$ cat src/lcc_pkg.sv
// Shared types and byte constants for the lexical context classifier.
`timescale 1ns / 1ps

package lcc_pkg;

  localparam int unsigned BYTE_W = 8;
  localparam int unsigned CTX_W  = 2;
  localparam int unsigned RUN_W  = 2;

  // Characters the lexer reacts to
  localparam logic [BYTE_W-1:0] CH_NEWLINE = 8'h0A;
  localparam logic [BYTE_W-1:0] CH_DQUOTE  = 8'h22;
  localparam logic [BYTE_W-1:0] CH_SQUOTE  = 8'h27;
  localparam logic [BYTE_W-1:0] CH_STAR    = 8'h2A;
  localparam logic [BYTE_W-1:0] CH_SLASH   = 8'h2F;
  localparam logic [BYTE_W-1:0] CH_BSLASH  = 8'h5C;

  // Quotes in a row that close a heredoc
  localparam logic [RUN_W-1:0] HEREDOC_CLOSE_RUN = 2'd3;

  typedef enum logic [CTX_W-1:0] {
    CTX_CODE    = 2'd0,
    CTX_COMMENT = 2'd1,
    CTX_STRING  = 2'd2
  } ctx_t;

  typedef enum logic [8:0] {
    M_CODE       = 9'b000000001,
    M_SLASH      = 9'b000000010,
    M_LINE       = 9'b000000100,
    M_BLOCK      = 9'b000001000,
    M_BLOCK_STAR = 9'b000010000,
    M_DQ_ONE     = 9'b000100000,
    M_DQ_TWO     = 9'b001000000,
    M_QUOTED     = 9'b010000000,
    M_HEREDOC    = 9'b100000000
  } lex_mode_t;

  typedef struct packed {
    lex_mode_t        lex_mode;
    logic             closing_is_single_quote;
    logic             escape_pending;
    logic [RUN_W-1:0] heredoc_quote_run;
  } lex_state_t;

  localparam lex_state_t LEX_STATE_RESET = '{
    lex_mode:                M_CODE,
    closing_is_single_quote: 1'b0,
    escape_pending:          1'b0,
    heredoc_quote_run:       '0
  };

endpackage

$ cat src/lexical_context_classifier.sv
// Top level of the lexical context classifier for C-style source text.
`timescale 1ns / 1ps

// Classifies source text one byte per transaction: for every byte taken on
// the slave stream, one result on the master stream says whether the cursor
// position just before that byte lies in code (0), a comment (1) or a string
// literal (2). Line comments, non-nesting block comments, single- and
// double-quoted strings with backslash escapes, and triple-quote heredocs are
// recognised. A transaction with s_tlast set carries no byte: it returns the
// context at the end of the file and then clears the lexer for the next file.
// One byte is taken every clock cycle while the output buffer has room; the
// figure is set by the lexer state register, which is read and rewritten in
// the same cycle. Results are registered in a two-entry output buffer that
// lets input go on for one more transaction while the master side stalls.

module lexical_context_classifier import lcc_pkg::*; (
  input  logic       clk,
  input  logic       rst,
  // Source byte stream
  input  logic       s_tvalid,
  output logic       s_tready,
  input  logic [7:0] s_tdata,   // [7:0] text_byte
  input  logic       s_tlast,   // end_of_text
  // Context result stream
  output logic       m_tvalid,
  input  logic       m_tready,
  output logic [7:0] m_tdata    // [1:0] context_here, [7:2] zero
);

  lex_state_t lex_state;
  lex_state_t lex_state_next;
  ctx_t       step_ctx;
  ctx_t       out_ctx;
  logic       s_fire;

  assign s_fire = s_tvalid && s_tready;

  lcc_step u_step (
    .state        (lex_state),
    .text_byte    (s_tdata[BYTE_W-1:0]),
    .end_of_text  (s_tlast),
    .state_next   (lex_state_next),
    .context_here (step_ctx)
  );

  // Advance the lexer only on an accepted transaction
  always_ff @(posedge clk) begin
    if (rst) begin
      lex_state <= LEX_STATE_RESET;
    end else if (s_fire) begin
      lex_state <= lex_state_next;
    end
  end

  lcc_out_buf u_out_buf (
    .clk       (clk),
    .rst       (rst),
    .in_valid  (s_tvalid),
    .in_ready  (s_tready),
    .in_ctx    (step_ctx),
    .out_valid (m_tvalid),
    .out_ready (m_tready),
    .out_ctx   (out_ctx)
  );

  // Pad the context code up to a whole byte
  assign m_tdata = {(8 - CTX_W)'(0), out_ctx};

endmodule

$ cat src/lcc_step.sv
// Next-state and context decision for one source byte.
`timescale 1ns / 1ps

module lcc_step import lcc_pkg::*; (
  input  lex_state_t        state,
  input  logic [BYTE_W-1:0] text_byte,
  input  logic              end_of_text,
  output lex_state_t        state_next,
  output ctx_t              context_here
);

  function automatic lex_state_t code_byte(input lex_state_t s, input logic [BYTE_W-1:0] b);
    lex_state_t r;
    r = s;
    if (b == CH_SLASH) begin
      r.lex_mode = M_SLASH;
    end else if (b == CH_DQUOTE) begin
      r.lex_mode = M_DQ_ONE;
      r.closing_is_single_quote = 1'b0;
      r.escape_pending = 1'b0;
    end else if (b == CH_SQUOTE) begin
      r.lex_mode = M_QUOTED;
      r.closing_is_single_quote = 1'b1;
      r.escape_pending = 1'b0;
    end else begin
      r.lex_mode = M_CODE;
    end
    return r;
  endfunction

  function automatic lex_state_t quoted_byte(input lex_state_t s, input logic [BYTE_W-1:0] b);
    lex_state_t        r;
    logic [BYTE_W-1:0] closer;
    r = s;
    closer = s.closing_is_single_quote ? CH_SQUOTE : CH_DQUOTE;
    if (b == CH_NEWLINE) begin
      r.lex_mode = M_CODE;
      r.escape_pending = 1'b0;
    end else if (s.escape_pending) begin
      r.escape_pending = 1'b0;
      r.lex_mode = M_QUOTED;
    end else if (b == closer) begin
      r.lex_mode = M_CODE;
    end else begin
      r.escape_pending = (b == CH_BSLASH);
      r.lex_mode = M_QUOTED;
    end
    return r;
  endfunction

  always_comb begin
    lex_state_t       s;
    logic [RUN_W-1:0] run_inc;
    s = state;
    state_next = state;
    context_here = CTX_CODE;
    run_inc = state.heredoc_quote_run + RUN_W'(1);

    if (end_of_text) begin
      // Report the end position, then drop back to reset
      state_next = LEX_STATE_RESET;
      case (state.lex_mode)
        M_LINE, M_BLOCK, M_BLOCK_STAR: context_here = CTX_COMMENT;
        M_DQ_ONE, M_QUOTED, M_HEREDOC: context_here = CTX_STRING;
        default:                       context_here = CTX_CODE;
      endcase
    end else begin
      case (state.lex_mode)
        M_SLASH: begin
          if (text_byte == CH_SLASH) begin
            context_here = CTX_COMMENT;
            state_next.lex_mode = M_LINE;
          end else if (text_byte == CH_STAR) begin
            context_here = CTX_COMMENT;
            state_next.lex_mode = M_BLOCK;
          end else begin
            state_next = code_byte(state, text_byte);
          end
        end
        M_LINE: begin
          context_here = CTX_COMMENT;
          if (text_byte == CH_NEWLINE) state_next.lex_mode = M_CODE;
        end
        M_BLOCK, M_BLOCK_STAR: begin
          context_here = CTX_COMMENT;
          if (state.lex_mode == M_BLOCK_STAR && text_byte == CH_SLASH) begin
            state_next.lex_mode = M_CODE;
          end else begin
            state_next.lex_mode = (text_byte == CH_STAR) ? M_BLOCK_STAR : M_BLOCK;
          end
        end
        M_DQ_ONE: begin
          context_here = CTX_STRING;
          if (text_byte == CH_DQUOTE) begin
            state_next.lex_mode = M_DQ_TWO;
          end else begin
            s.closing_is_single_quote = 1'b0;
            s.escape_pending = 1'b0;
            state_next = quoted_byte(s, text_byte);
          end
        end
        M_DQ_TWO: begin
          if (text_byte == CH_DQUOTE) begin
            context_here = CTX_STRING;
            state_next.lex_mode = M_HEREDOC;
            state_next.heredoc_quote_run = '0;
          end else begin
            state_next = code_byte(state, text_byte);
          end
        end
        M_QUOTED: begin
          context_here = CTX_STRING;
          state_next = quoted_byte(state, text_byte);
        end
        M_HEREDOC: begin
          context_here = CTX_STRING;
          if (text_byte == CH_DQUOTE) begin
            if (run_inc == HEREDOC_CLOSE_RUN) begin
              state_next.heredoc_quote_run = '0;
              state_next.lex_mode = M_CODE;
            end else begin
              state_next.heredoc_quote_run = run_inc;
            end
          end else begin
            state_next.heredoc_quote_run = '0;
          end
        end
        default: begin
          state_next = code_byte(state, text_byte);
        end
      endcase
    end
  end

endmodule

$ cat src/lcc_out_buf.sv
// Two-entry output register with skid stage for the context results.
`timescale 1ns / 1ps

module lcc_out_buf import lcc_pkg::*; (
  input  logic clk,
  input  logic rst,
  input  logic in_valid,
  output logic in_ready,
  input  ctx_t in_ctx,
  output logic out_valid,
  input  logic out_ready,
  output ctx_t out_ctx
);

  logic skid_valid;
  ctx_t skid_ctx;
  logic out_fire;
  logic in_fire;

  assign in_ready = !skid_valid;
  assign out_fire = out_valid && out_ready;
  assign in_fire  = in_valid && in_ready;

  always_ff @(posedge clk) begin
    if (rst) begin
      out_valid  <= 1'b0;
      skid_valid <= 1'b0;
    end else if (out_fire) begin
      if (skid_valid) begin
        // Advance the skid entry; no input can arrive while it is full
        skid_valid <= 1'b0;
      end else if (!in_fire) begin
        out_valid <= 1'b0;
      end
    end else if (in_fire) begin
      if (!out_valid) begin
        out_valid <= 1'b1;
      end else begin
        skid_valid <= 1'b1;
      end
    end
  end

  always_ff @(posedge clk) begin
    if (out_fire) begin
      if (skid_valid) begin
        out_ctx <= skid_ctx;
      end else if (in_fire) begin
        out_ctx <= in_ctx;
      end
    end else if (in_fire) begin
      if (!out_valid) begin
        out_ctx <= in_ctx;
      end else begin
        skid_ctx <= in_ctx;
      end
    end
  end

endmodule

$ cat config.mk
export PLATFORM = sky130hd
export DESIGN_NAME = lexical_context_classifier
export DESIGN_NICKNAME = d
export VERILOG_FILES = /design/src/lcc_pkg.sv /design/src/lexical_context_classifier.sv /design/src/lcc_step.sv /design/src/lcc_out_buf.sv
export SDC_FILE = /design/constraint.sdc
export NUM_CORES = 1
export LEC_CHECK = 0
export BUFFER_PORTS_ARGS = -buffer_cell sky130_fd_sc_hd__clkbuf_2
export CORE_MARGIN = 2
export CORE_UTILIZATION = 45
export DETAILED_ROUTE_END_ITERATION = 8
export GPL_TIMING_DRIVEN = 0
export HOLD_SLACK_MARGIN = 0.03
export PLACE_DENSITY = 0.65
export SLEW_MARGIN = 25
export SYNTH_ARGS = -nofsm -noshare
export SYNTH_HDL_FRONTEND = slang
export SYNTH_SLANG_ARGS = --single-unit
$ cat constraint.sdc
create_clock -name clk -period 3.11 [get_ports clk]
set_input_delay 0.7775 -clock clk [delete_from_list [all_inputs] [get_ports clk]]
set_output_delay 0.7775 -clock clk [all_outputs]
set_load 0.03 [all_outputs]
==> impl_metrics.toml <==
[clock_tree]
cts_buffers = 3
clkLatencyLatePin_ps = 310
cts_post_setup_buffers_inserted = 0
cts.sinks = 19
clk_pin_slew_ps = 110
cts_resized = 0
cts_max_level = 1
cts_tree = "built"
cts_root_buf = "clkbuf_4"
clockBufferDepth = 2
hold_buffers = 0

[timing]
final-max-slew-violation-count = 0
fin_crit_sh_pct = 79.7
hold_viol = 0
finalSetupViolations = 0
rsz0062_at_grt = "no"
worstMarginPinSlew_ps = 565
finClkSkew_ps = 4.06
min_period_ps = 2480
slew_headroom_pct = 62.0
setup_tns_ps = 0
max_freq_mhz = 403

[detailed_routing]
drt_iter0_drc = 93
route.antenna.remaining_nets = 0
drc = 0
wire_per_inst_um = 15.1
wirelength_um = 4150
via_per_inst = 5.89
vias = 1619
first_pass_iters = 4

[worst_setup_path]
crit_path_start_kind = "input pin"
arrival_ps = 2720
crit_path_cell_trace = "clkbuf_2 -> nor4b_2 -> buf_4 -> nand4b_2 -> a31oi_2 -> o21ai_2 -> or4_1 -> a21oi_1"
crit_buf_inv = 2
cp_slowest_cell = "or4_1"
crit_family = "simple AND/OR/NAND/NOR gates"
cp_max_fo = 10
crit_type = "in -> reg"
cp.required_ps = 3350
crit_path_end_kind = "register"
cp_slowest_stage_delay_ps = 510

[die]
boundaryPins = 23
die_area_um2 = 4110
die_x_um = 64.1
num_rows = 21
die_h_um = 64.1
core-area_um2 = 3390
start_util_pct = 47.9

[flow_run]
max-cap-violations = 0

[worst_hold_path]
min_path_type = "reg -> reg"

[synthesis]
yosys_register_bits = 19
synth_top_area_share_pct = 18.5
synth_area_leaders = "dfxtp_1 (18%), edfxtp_1 (7.4%), a21oi_1 (4.9%)"
synthXorXnorAreaFrac_pct = 2.70
syn_inst = 207
synth_cell_type_count = 61
syn_area_um2 = 1620
synth_compound_area_share_pct = 20.2
synth.area.mux_share_pct = 2.62
yosys_warnings = 0
yosysTopAreaCell = "dfxtp_1"
synthAdderAreaFrac_pct = 0
yosys-top-cells-count = "nor2_1 (18), a21oi_1 (16), dfxtp_1 (15)"
ys.flop_type = "dfxtp_1"
yosysMostFrequentCell = "nor2_1"
synth-simple-area-share_pct = 39.1
synth.avg_cell_area_um2 = 7.85
synth_edf_count = 4
synth_top_family_by_area = "simple AND/OR/NAND/NOR gates"
yosysSeqAreaShare_pct = 25.9
async_reset_ff_share_pct = 0

[power_and_ir_drop]
ir_drop_uv = 123
sw_frac_of_total_pct = 30.1
leakagePower_nw = 0.676
combPwrFrac_pct = 18.5
power.internal_w = 0.000334
p_per_area_nw_per_um2 = 267
p_switching_w = 0.000144
p_seq_share_pct = 54.0
pwr-share-clk_pct = 27.5

[run_status]
run_status = "finished, final reports clean"

[place]
placed_cell_area_um2 = 1770
globalplace.congestion = 0.921
placed_cells = 271
hpwl_um = 3170
io_buffers = 13

[cells_and_area]
layoutNonFillerInstCount = 275
fin_area_um2 = 1790
drive_above_1_share_pct = 19.2
diodes = 0
final_nets = 243
area_delta_synth_final_pct = 10.3

[global_routing]
grt_pass1_vias = 1463
grt_max_degree = 11
gr-total-overflow = 0
grtUsageTotal_pct = 21.5
antenna_found_initial = 0
grt_pass1_wl_um = 7020
flip-flops by register name, summed over array words and instances (netlist names):
register and cells:
u_out_buf.out_ctx 2, lex_state 13, u_out_buf.skid_ctx 2, u_out_buf.out_valid 1, u_out_buf.skid_valid 1
per-stage QoR:
step | setup WS [ps] | total power, W | util [%] | hold WS, ps
final | 631 | 0.000479 | 52.9 | 489
after global routing | 508 | 0.000501 | 52.9 | 511
after CTS | 635 | 0.000479 | 52.9 | 491
after detailed placement | 341 | 0.000352 | 52.1 | 474
after global placement | 334 | 0.000352 | 52.1 | 463
after floorplan | 694 | 0.000327 | - | 446
power groups by stage:
stage                     clock network (W)  registers, W   logic, W
after global placement                    0      0.000264  0.0000880
after CTS                          0.000132      0.000259  0.0000879
after global routing               0.000145      0.000259  0.0000966
final                              0.000132      0.000259  0.0000887
after floorplan                           0      0.000270  0.0000572
after detailed placement                  0      0.000264  0.0000876
worst paths after layout:
check | from | end | slack, ps | cells after the start
worst max register to register | lex_state[6] | lex_state[4] | 730 | 8
worst min register to register | lex_state[1] | lex_state[1] | 490 | 2
worst max-delay path | s_tdata[4] | lex_state[8] | 630 | 8
worst min-delay path | lex_state[1] | lex_state[1] | 490 | 2
cell families after synthesis:
kind of cell	Yosys count
AO/OA/AOI/OAI	48
buffers and inverters	28
AND/OR/NAND/NOR	102
other	1
flip-flops	19
XOR/XNOR	5
multiplexers	4
placed cells by master (no fill, tap or decap), drive strengths merged, types with 3 or more instances in the layout:
master / n
a21oi: 16
and2: 4
and3: 5
buf: 16
clkbuf: 23
conb: 6
dfxtp: 15
edfxtp: 4
inv: 6
nand2: 14
nand2b: 3
nand3: 6
nand4: 8
nand4b: 4
nor2: 18
nor3: 11
nor3b: 5
nor4: 5
nor4b: 4
o21ai: 7
or4: 5
xor2: 4
final cells by class:
| cell class | instances | area (um^2) |
|---|---|---|
| inverter | 6 | 22.5 |
| timing repair buffer | 13 | 65.1 |
| tap | 46 | 57.6 |
| clock buffer | 4 | 26.3 |
| fill | 348 | 1600 |
| multi-input combinational | 165 | 1070 |
| sequential | 19 | 420 |
| buffer | 22 | 128 |
layer usage:
layer | track usage (%) | part of all wire, % | up-vias
li1 | - | - | 815
met1 | 29.8 | 46 | 748
met2 | 35.2 | 46 | 51
met3 | 3.52 | 6.3 | 5
met4 | 4.35 | 0.96 | 0
met5 | 0 | 0 | -
worst min-delay path, stage by stage, from the launching register on:
cell	delay, ps
dfxtp_1	350
nand2_1	60
a21oi_1	50
No activity file was read; power rests on OpenSTA's default activity.
